$ cat config.mk
export PLATFORM = sky130hd
export DESIGN_NAME = conv33_fifo
export DESIGN_NICKNAME = d
export VERILOG_FILES = /design/src/hw/rtl/conv33_fifo.sv
export SDC_FILE = /design/constraint.sdc
export NUM_CORES = 1
export LEC_CHECK = 0
export BUFFER_PORTS_ARGS = -buffer_cell sky130_fd_sc_hd__buf_2
export CAP_MARGIN = 25
export CORE_MARGIN = 8
export CORE_UTILIZATION = 40
export DETAILED_ROUTE_END_ITERATION = 7
export PLACE_DENSITY = 0.68
export SLEW_MARGIN = 5
export SYNTH_ARGS = -nofsm -noshare
export SYNTH_HDL_FRONTEND = slang
export SYNTH_SLANG_ARGS = --single-unit
$ cat constraint.sdc
create_clock -name clk -period 3.43 [get_ports clk]
set_input_delay 0.5145 -clock clk [delete_from_list [all_inputs] [get_ports clk]]
set_output_delay 0.5145 -clock clk [all_outputs]
set_load 0.01 [all_outputs]
$ cat src/hw/rtl/conv33_fifo.sv
module conv33_fifo #(
	parameter int WIDTH = 8,
	parameter int DEPTH = 4
) (
	input  logic                           clk,
	input  logic                           arst_n,
	input  logic                           push,
	input  logic [WIDTH-1:0]               wdata,
	input  logic                           pop,
	output logic [WIDTH-1:0]               rdata,
	output logic                           empty,
	output logic [$clog2(DEPTH+1)-1:0]     level
);
	localparam int AW = $clog2(DEPTH);
	localparam int LW = $clog2(DEPTH + 1);

	logic [WIDTH-1:0] mem_q [DEPTH];
	logic [AW-1:0]    wr_ptr_q;
	logic [AW-1:0]    rd_ptr_q;
	logic [LW-1:0]    level_q;
	logic             do_pop;

	assign empty  = (level_q == '0);
	assign do_pop = pop && !empty;
	assign rdata  = mem_q[rd_ptr_q];
	assign level  = level_q;

	always_ff @(posedge clk) begin
		if (push) begin
			mem_q[wr_ptr_q] <= wdata;
		end
	end

	always_ff @(posedge clk or negedge arst_n) begin
		if (!arst_n) begin
			wr_ptr_q <= '0;
			rd_ptr_q <= '0;
			level_q  <= '0;
		end else begin
			if (push) begin
				wr_ptr_q <= wr_ptr_q + AW'(1);
			end
			if (do_pop) begin
				rd_ptr_q <= rd_ptr_q + AW'(1);
			end
			if (push && !do_pop) begin
				level_q <= level_q + LW'(1);
			end else if (!push && do_pop) begin
				level_q <= level_q - LW'(1);
			end
		end
	end

endmodule

==> flow_summary_export.csv <==
group,metric,value,unit
placement,place_ws,1.43,ns
clock_tree,clockRootBuffer,"clkbuf_8",
cells_and_area,multi_input_area,388,um2
floorplanning,dieArea,6130,um2
synth,synth_area,1550,um2
global_routing,antenna_found_initial,0,
floorplanning,pin_count,24,
route,routed_wl,2400,um
critical_path,r2r_start,"level[0]",
clock_tree,postCtsHoldBufs,0,
synth,syn_inst,75,
synth,ys_seq_area_frac,0.732,
clock_tree,cts_setup_buffers,0,
global_routing,grt_pass1_wl,3980,um
synth,synth_area_leaders,"edfxtp_1 (62%), mux4_2 (12%), dfrtp_1 (11%)",
route,ant_nets,0,
power_and_ir_drop,leakagePower,0.000666,uW
route,wl_per_cell,15.8,um
power_and_ir_drop,swShare,0.303,
timing,relSlewSlack,0.605,
power_and_ir_drop,ir_drop,0.361,mV
power_and_ir_drop,combPwrFrac,0.293,
power_and_ir_drop,pwr-share-clk,0.191,
synth,synth_warnings,0,
timing,drv_slew,0,
cells_and_area,drive_above_1_share,0.365,
critical_path,cp_slowest_cell,"dfrtp_1",
synth,yosysMostFrequentCell,"edfxtp_1",
global_routing,grt_max_degree,12,
power_and_ir_drop,p_sw,435,uW
synth,synth-edff-count,32,
floorplanning,die_h,78.3,um
floorplanning,start_util,0.421,
clock_tree,numCtsBuffers,5,
critical_path,r2r_cells,8,
synth,yosysUniqueCellTypes,18,
power_and_ir_drop,power_density,803,nW/um2
timing,grt_setup_unrepaired,"no",
synth,ys_seq_elements,39,
critical_path,slowest_delay,0.72,ns
timing,setup_violations,0,
timing,setup_tns,0,ns
cells_and_area,nets,121,
synth,avgSynthCellArea,20.7,um2
clock_tree,cts_sinks,39,
timing,finClkSkew,0.00426,ns
floorplanning,row_count,22,
route,drt_iter0_drc,38,
synth,synth_nets,93,
clock_tree,htree_num_levels,2,
global_routing,grt_pass1_vias,799,
synth,yosysTopAreaCell,"edfxtp_1",
critical_path,crit_required,2.92,ns
clock_tree,clkLatencyLatePin,0.28,ns
synth,ys.flop_type,"edfxtp_1",
synth,synth_top_area_frac,0.619,
placement,io_buffers,23,
cells_and_area,layout-area-overhead-vs-synth,15.4,%
cells_and_area,seq_area,1140,um2
critical_path,crit_type,"reg -> out",
timing,hold_violations,0,
timing,period_minus_slack,2.26,ns
critical_path,cp-start-kind,"flop",
timing,setup_slack,1.17,ns
global_routing,overflow,0,
global_routing,track_usage,0.0862,
critical_path,reg2reg_slack,1.46,ns
cells_and_area,fin_cells,152,
critical_path,startpoint,"rd_ptr_q[0]",
run,cap_violations,0,
clock_tree,clk_pin_slew,0.06,ns
timing,post-route-period-util,0.660,
critical_path,crit_arrival,1.75,ns
route,num_vias,735,
clock_tree,post_cts_resized,0,
placement,dpl.cell_count,144,
synth,async_flop_share,0.179,
cells_and_area,fill_cells,338,
run_status,status,"complete, no violations",
clock_tree,cts_tree,"done",
critical_path,r2r_end,"level[2]",
floorplanning,coreArea,3690,um2
power_and_ir_drop,sequentialPowerShare,0.515,
critical_path,cp-end-kind,"primary output",
placement,dp_hpwl,1750,um
synth,synth.top_cells.by_count,"edfxtp_1 (32), mux4_2 (8), dfrtp_1 (7), ha_1 (5), and2_1 (4)",
power_and_ir_drop,p_int,1000,uW
timing,tightestPinTransition,0.593,ns
floorplanning,die_x,78.3,um
critical_path,cp_max_fo,10,
timing,fmax,442,MHz
critical_path,crit_chain,"mux4_2 > buf_2",
cells_and_area,num_antenna_cells,0,
route,routed_via_density,4.84,
min_path,hp-class,"in -> async",
clock_tree,clockBufferDepth,2,
placement,gp_congestion,0.697,
route,first_pass_iters,4,
route,drc_errors,0,
==> cell type report <==
cell class / count / area share
multi-input cells: 31 / 0.217
clock inverters: 2 / 0.00419
inverters: 3 / 0.00629
clock buffers: 6 / 0.0405
well taps: 48 / 0.0335
repair buffers: 23 / 0.0643
flip-flops and latches: 39 / 0.635
==> cell usage in the layout, fill, tap and decap left out, drive strengths merged <==
master	instances
nor3	1
mux4	8
clkinv	2
clkbuf	6
xor2	3
inv	3
o21ai	1
nor2	1
nand2	1
ha	5
dfrtp	7
nand2b	1
edfxtp	32
fa	1
buf	23
xnor2	3
nand3b	1
mux2	1
and2	4
==> metal layers <==
| layer | up-vias | wire [um] | track usage |
|---|---|---|---|
| li1 | 341 | - | - |
| met1 | 381 | 957 | 0.0938 |
| met2 | 11 | 1310 | 0.143 |
| met3 | 2 | 103 | 0.0376 |
| met4 | 0 | 25 | 0.0389 |
| met5 | - | 0 | 0 |
==> critical path: cells and delay by family (launching register included) <==
family   cells  cell delay [ns]
flops        1             0.72
mux          1             0.59
buf+inv      1             0.16
==> worst max path at each step <==
stage / end / slack (ns) / cells after the start
final: rdata[1] / 1.17 / 2
after global routing: rdata[1] / 1.04 / 2
after detailed placement: level[2] / 1.43 / 8
after global placement: rdata[1] / 1.46 / 2
after CTS: rdata[1] / 1.13 / 2
after floorplan: level[2] / 1.45 / 8
==> stage by stage <==
step,utilization,cell area (um2),hold slack (ns),total power (uW)
after floorplan,-,1550,0.219,1040
after global placement,0.464,1710,0.361,1180
after detailed placement,0.464,1710,0.365,1190
after CTS,0.485,1790,0.0597,1470
after global routing,0.485,1790,0.0603,1530
final,0.485,1790,0.0616,1440
==> registers in the layout, summed over array words and instances, names as in the netlist <==
| signal | flops |
|---|---|
| wr_ptr_q | 2 |
| rd_ptr_q | 2 |
| mem_q | 32 |
| level | 3 |
==> power by group through the flow <==
stage / clock (uW) / sequential, uW / combinational, uW
floorplan: 0 / 699 / 342
global placement: 0 / 748 / 428
detailed placement: 0 / 757 / 436
CTS: 285 / 747 / 436
global route: 305 / 765 / 463
finish: 275 / 741 / 422
==> logic make-up after synthesis <==
group / Yosys count / share of synthesized area
adders and majority gates: 6 / 0.0532
muxes: 9 / 0.123
xor gates and xnor gates: 6 / 0.0339
AOI/OAI and AO/OA: 1 / 0.00322
DFF: 39 / 0.732
buffers and inverters: 5 / 0.0177
and+or+nand+nor: 9 / 0.0363
No activity file was read; power rests on OpenSTA's default activity.
