File: src/hw/rtl/conv33_pkg.sv
package conv33_pkg;

	localparam int MAX_WIDTH_DEF = 1024;
	localparam int MAX_HEIGHT    = 4096;
	localparam int MIN_DIM       = 3;

	localparam int PIX_W   = 8;
	localparam int ROW_W   = 12;
	localparam int COL_W   = 10;
	localparam int WREG_W  = 11;
	localparam int HREG_W  = 13;
	localparam int CLAMP_W = 13;
	localparam int KROW_W  = 48;
	localparam int COEF_W  = 16;
	localparam int KDIM    = 3;
	localparam int CFG_IDX_W = 3;

	localparam int PROD_W = COEF_W + PIX_W + 1;
	localparam int RSUM_W = PROD_W + 2;
	localparam int SUM_W  = RSUM_W + 2;
	localparam int FRAC_W = 8;
	localparam int Q_W    = SUM_W - FRAC_W;

	localparam int MID_DEPTH = 4;
	localparam int OUT_DEPTH = 8;
	localparam int MID_LVL_W = $clog2(MID_DEPTH + 1);
	localparam int OUT_LVL_W = $clog2(OUT_DEPTH + 1);

	localparam logic [WREG_W-1:0] WIDTH_RST  = WREG_W'(1024);
	localparam logic [HREG_W-1:0] HEIGHT_RST = HREG_W'(480);

	typedef enum logic [CFG_IDX_W-1:0] {
		REG_IMAGE_WIDTH  = 3'd0,
		REG_IMAGE_HEIGHT = 3'd1,
		REG_KERNEL_TOP   = 3'd2,
		REG_KERNEL_MID   = 3'd3,
		REG_KERNEL_BOT   = 3'd4
	} reg_idx_t;

	typedef logic [KDIM-1:0][KDIM-1:0][PIX_W-1:0] window_t;
	typedef logic [KDIM-1:0][KROW_W-1:0] kernel_t;

	typedef struct packed {
		window_t          win;
		logic             inner;
		logic [ROW_W-1:0] row;
		logic [COL_W-1:0] col;
	} job_t;

	typedef struct packed {
		logic [PIX_W-1:0] out_pixel;
		logic [ROW_W-1:0] out_row;
		logic [COL_W-1:0] out_col;
	} res_t;

endpackage

File: src/hw/rtl/conv33_mac.sv
module conv33_mac (
	input  logic                             clk,
	input  logic                             arst_n,
	input  conv33_pkg::job_t                 job,
	input  logic                             job_empty,
	output logic                             job_pop,
	input  conv33_pkg::kernel_t              kernel,
	input  logic [conv33_pkg::OUT_LVL_W-1:0] out_level,
	output logic                             res_push,
	output conv33_pkg::res_t                 res
);
	import conv33_pkg::*;

	localparam int CRW = OUT_LVL_W + 2;

	logic                     valid_s1;
	logic                     valid_s2;
	logic                     valid_s3;
	logic signed [PROD_W-1:0] prod_s1 [KDIM][KDIM];
	logic signed [RSUM_W-1:0] rsum_s2 [KDIM];
	logic signed [SUM_W-1:0]  sum_s3;
	logic                     inner_s1, inner_s2, inner_s3;
	logic [ROW_W-1:0]         row_s1, row_s2, row_s3;
	logic [COL_W-1:0]         col_s1, col_s2, col_s3;

	logic [Q_W-1:0]           q;
	logic [FRAC_W-1:0]        rem;
	logic                     up;
	logic [Q_W:0]             qr;
	logic [PIX_W-1:0]         sat;

	// hold off the queue unless the output queue can take everything in flight
	assign job_pop = !job_empty &&
	                 ((CRW'(out_level) + CRW'(valid_s1) + CRW'(valid_s2) + CRW'(valid_s3))
	                  < CRW'(OUT_DEPTH));

	always_ff @(posedge clk or negedge arst_n) begin
		if (!arst_n) begin
			valid_s1 <= 1'b0;
			valid_s2 <= 1'b0;
			valid_s3 <= 1'b0;
		end else begin
			valid_s1 <= job_pop;
			valid_s2 <= valid_s1;
			valid_s3 <= valid_s2;
		end
	end

	always_ff @(posedge clk) begin
		if (job_pop) begin
			for (int r = 0; r < KDIM; r++) begin
				for (int c = 0; c < KDIM; c++) begin
					prod_s1[r][c] <= $signed(kernel[r][(KDIM-1-c)*COEF_W +: COEF_W]) *
					                 $signed({1'b0, job.win[r][c]});
				end
			end
			inner_s1 <= job.inner;
			row_s1   <= job.row;
			col_s1   <= job.col;
		end
		if (valid_s1) begin
			for (int r = 0; r < KDIM; r++) begin
				rsum_s2[r] <= RSUM_W'(prod_s1[r][0]) + RSUM_W'(prod_s1[r][1]) +
				              RSUM_W'(prod_s1[r][2]);
			end
			inner_s2 <= inner_s1;
			row_s2   <= row_s1;
			col_s2   <= col_s1;
		end
		if (valid_s2) begin
			sum_s3   <= SUM_W'(rsum_s2[0]) + SUM_W'(rsum_s2[1]) + SUM_W'(rsum_s2[2]);
			inner_s3 <= inner_s2;
			row_s3   <= row_s2;
			col_s3   <= col_s2;
		end
	end

	// round half to even, then clamp to the pixel range
	always_comb begin
		q   = sum_s3[SUM_W-1:FRAC_W];
		rem = sum_s3[FRAC_W-1:0];
		up  = (rem > FRAC_W'(128)) || ((rem == FRAC_W'(128)) && q[0]);
		qr  = {q[Q_W-1], q} + (Q_W+1)'(up);
		if (qr[Q_W]) begin
			sat = '0;
		end else if (qr[Q_W-1:PIX_W] != '0) begin
			sat = '1;
		end else begin
			sat = qr[PIX_W-1:0];
		end
	end

	assign res_push      = valid_s3;
	assign res.out_pixel = inner_s3 ? sat : '0;
	assign res.out_row   = row_s3;
	assign res.out_col   = col_s3;

endmodule

File: config.mk
export PLATFORM = sky130hd
export DESIGN_NAME = conv33_mac
export DESIGN_NICKNAME = d
export VERILOG_FILES = /design/src/hw/rtl/conv33_pkg.sv /design/src/hw/rtl/conv33_mac.sv
export SDC_FILE = /design/constraint.sdc
export NUM_CORES = 2
export LEC_CHECK = 0
export BUFFER_PORTS_ARGS = -buffer_cell sky130_fd_sc_hd__buf_4
export CORE_ASPECT_RATIO = 0.8
export CORE_UTILIZATION = 39
export DETAILED_ROUTE_END_ITERATION = 7
export SLEW_MARGIN = 20
export SYNTH_ARGS = -nofsm -noshare
export SYNTH_HDL_FRONTEND = slang
export SYNTH_SLANG_ARGS = --single-unit
File: constraint.sdc
create_clock -name clk -period 49.5 [get_ports clk]
set_input_delay 12.375 -clock clk [delete_from_list [all_inputs] [get_ports clk]]
set_output_delay 12.375 -clock clk [all_outputs]
set_load 0.005 [all_outputs]
==> metrics <==
status finished, final reports clean; First-pass DRT Iterations 5; DP Wirelength 114 mm; max-cap violation count 0; Die Footprint 0.157 mm2; crit-path max FO 48; Post-CTS Setup Bufs 0; Tcrit/Tclk final 54.5%; Gate power share about three quarters; proportion of synthesized area in mux cells 0.0331%; row count between 100 and 150; Flop pwr share 18.0%; core area 0.153 mm2; Final #Nets 8148; Avg Vias per Cell 4.84; area delta synth->final 9.57%; Boundary Pins 278; largest family of logic cells by synthesized area adder cells; Cell variety after synth 81; min cycle time layout 26990 ps; sequential area share after synthesis 20.2%; Synth Cell Area 0.0605 mm2; f_max 37.1 MHz; DRC Markers 0; CTS buffer count 45; most frequent cells in the layout inv_1 (1385), fa_1 (1025), and2_1 (646), nand2_1 (630), ha_1 (554); Ys Warns 0; EDFF count, synth roughly 400; Global Route Usage Sum 17.9%; setup TNS 0 ps; cell count after synthesis between 6000 and 7000; Setup crit end kind output port; worst slew pin tran 942 ps; # clock sinks 407; drt wl/cell 16.3 um; Worst EP arrival 14610 ps; xor-xnor portion of the synthesized cell area 4.23%; fin util between 40% and 50%; commonest non-fill, non-tap cell in the layout inv_1; Syn Area/Cell about 9.9 um2; Final Max Tran Viols 0; initial DRC count approximately 2200; count of final hold-check violations 0; clock skew 33.4 ps; Synth async-reset ratio less than 1%; number of H-tree levels 2; Routed Antenna Nets 0; Chip Height 354 um; Pwr per Cell Area 70.4 mW/mm2; Pint between 2 and 2.5 mW; adder-cell area share of the yosys netlist 45.4%; layout cells sized above 1 6.30%; initial antenna violation count 9; largest net degree at the start of global routing 75; Vias 40500; Synth Area in Compound Gates 7.07%; hold_buf cts 0; Clock power frac 7.3%; syn_nets 7910; clock buffer depth 3; critical path class in2out; CTS tree done; WL final between 100 and 150 mm; die span in x 442 um; final global-route overflow total 0; Final Wtd Congestion around 0.85; IO buf count about 280; static leakage 32.2 nW; simple-gate share of the synthesized area 14.0%; startpoint types input pin; # setup viols final 0; FF+latch count, synth between 400 and 500; unrepaired setup endpoints after global routing false; vias in the first global route 43100; global-route wire length before repair 228 mm; Clk pin slew, worst setup/hold paths 60 ps; Req. time, crit path 37120 ps; Top FF cell, synth edfxtp_1; Worst IR Drop VDD around 0.043 mV; switching pwr 2.24 mW; clk root buf clkbuf_16; Sw Ratio 48.1%; worst hold path type reg2reg; number of gates resized after CTS 0; Slew Limit Headroom a little under two fifths; initial core utilization about 40%; Worst-Skew Late Latency 600 ps
## synth_stat cells, drive strengths merged, types with 48 or more instances
library cell,n,share of area [%]
and2,646,6.7
inv,1385,8.6
xnor2,212,3.1
fa,1025,34
a21o,96,1.2
xor2,80,1.2
ha,554,11
o21ai,112,0.93
nor2,160,0.99
a21oi,214,1.8
clkbuf,92,0.57
edfxtp,404,20
nor3,48,0.41
nand2,630,3.9
## sequential cells by signal (all words and copies together) (netlist names)
name / cells
col_s3: 10
valid_s2: 1
inner_s3: 1
col_s1: 10
inner_s2: 1
valid_s1: 1
res_push: 1
sum_s3: 29
row_s1: 12
col_s2: 10
row_s3: 12
prod_s1: 225
inner_s1: 1
row_s2: 12
rsum_s2: 81
## final timing paths
kind                              start              to  slack [ps]  depth (start not counted)
min in group asynchronous        arst_n        valid_s1       11550                          1
max in group asynchronous        arst_n        valid_s1       37850                          1
setup reg to reg               valid_s2  prod_s1[2][70]       44770                          8
hold / removal                 inner_s1        inner_s2         400                          0
setup / recovery           out_level[0]         job_pop       22510                          7
hold reg to reg                inner_s1        inner_s2         400                          0
## metal layers
layer	vias up	wire [um]	GRT usage (%)	part of all wire [%]
li1	19400	-	-	-
met1	20300	66800	26.7	49
met2	724	62000	28.7	46
met3	102	5600	1.81	4.1
met4	2	1680	2.83	1.2
met5	-	13	0	0.0095
## critical path: stages
cell and delay (ps):
buf_4 120, fa_1 410, ha_1 290, a31o_2 230, a211oi_4 220, buf_4 650, buf_4 240
## cells by family after synthesis
kind of cell,count (synthesis)
flip-flops,407
AO/OA/AOI/OAI,651
multiplexers,2
XOR/XNOR,292
adder cells (fa/ha/maj),1579
buffers and inverters,1478
AND/OR/NAND/NOR,1676
## power groups by stage
stage,sequential [mW],clock (mW),combinational [mW]
3_3_place_gp,0.848,0,3.45
6_report,0.839,0.338,3.49
4_1_cts,0.844,0.352,3.53
2_1_floorplan,0.800,0,2.64
5_1_grt,0.854,0.363,3.98
3_5_place_dp,0.849,0,3.49
## area by class of cell
cell class	instances	area, um2
fillers	14700	86800
multi-input cells	4200	42800
flip-flops and latches	407	12200
inverters	1385	5200
well taps	2015	2520
repair buffers	284	2130
clock buffers	55	1180
clock inverters	23	268
diodes	6	15.0
## per-stage QoR
stage          power [mW]  setup WS (ps)  std cells  instance area [um2]  hold WS, ps
2_1_floorplan        3.44           5670       6085                60500          400
3_3_place_gp         4.30          22490       8291                64800          401
3_5_place_dp         4.34          22530       8291                64800          405
4_1_cts              4.73          22520       8369                66300          391
5_1_grt              5.20          22400       8374                66300          417
6_report             4.66          22510       8375                66300          397
No activity file was read; power rests on OpenSTA's default activity.
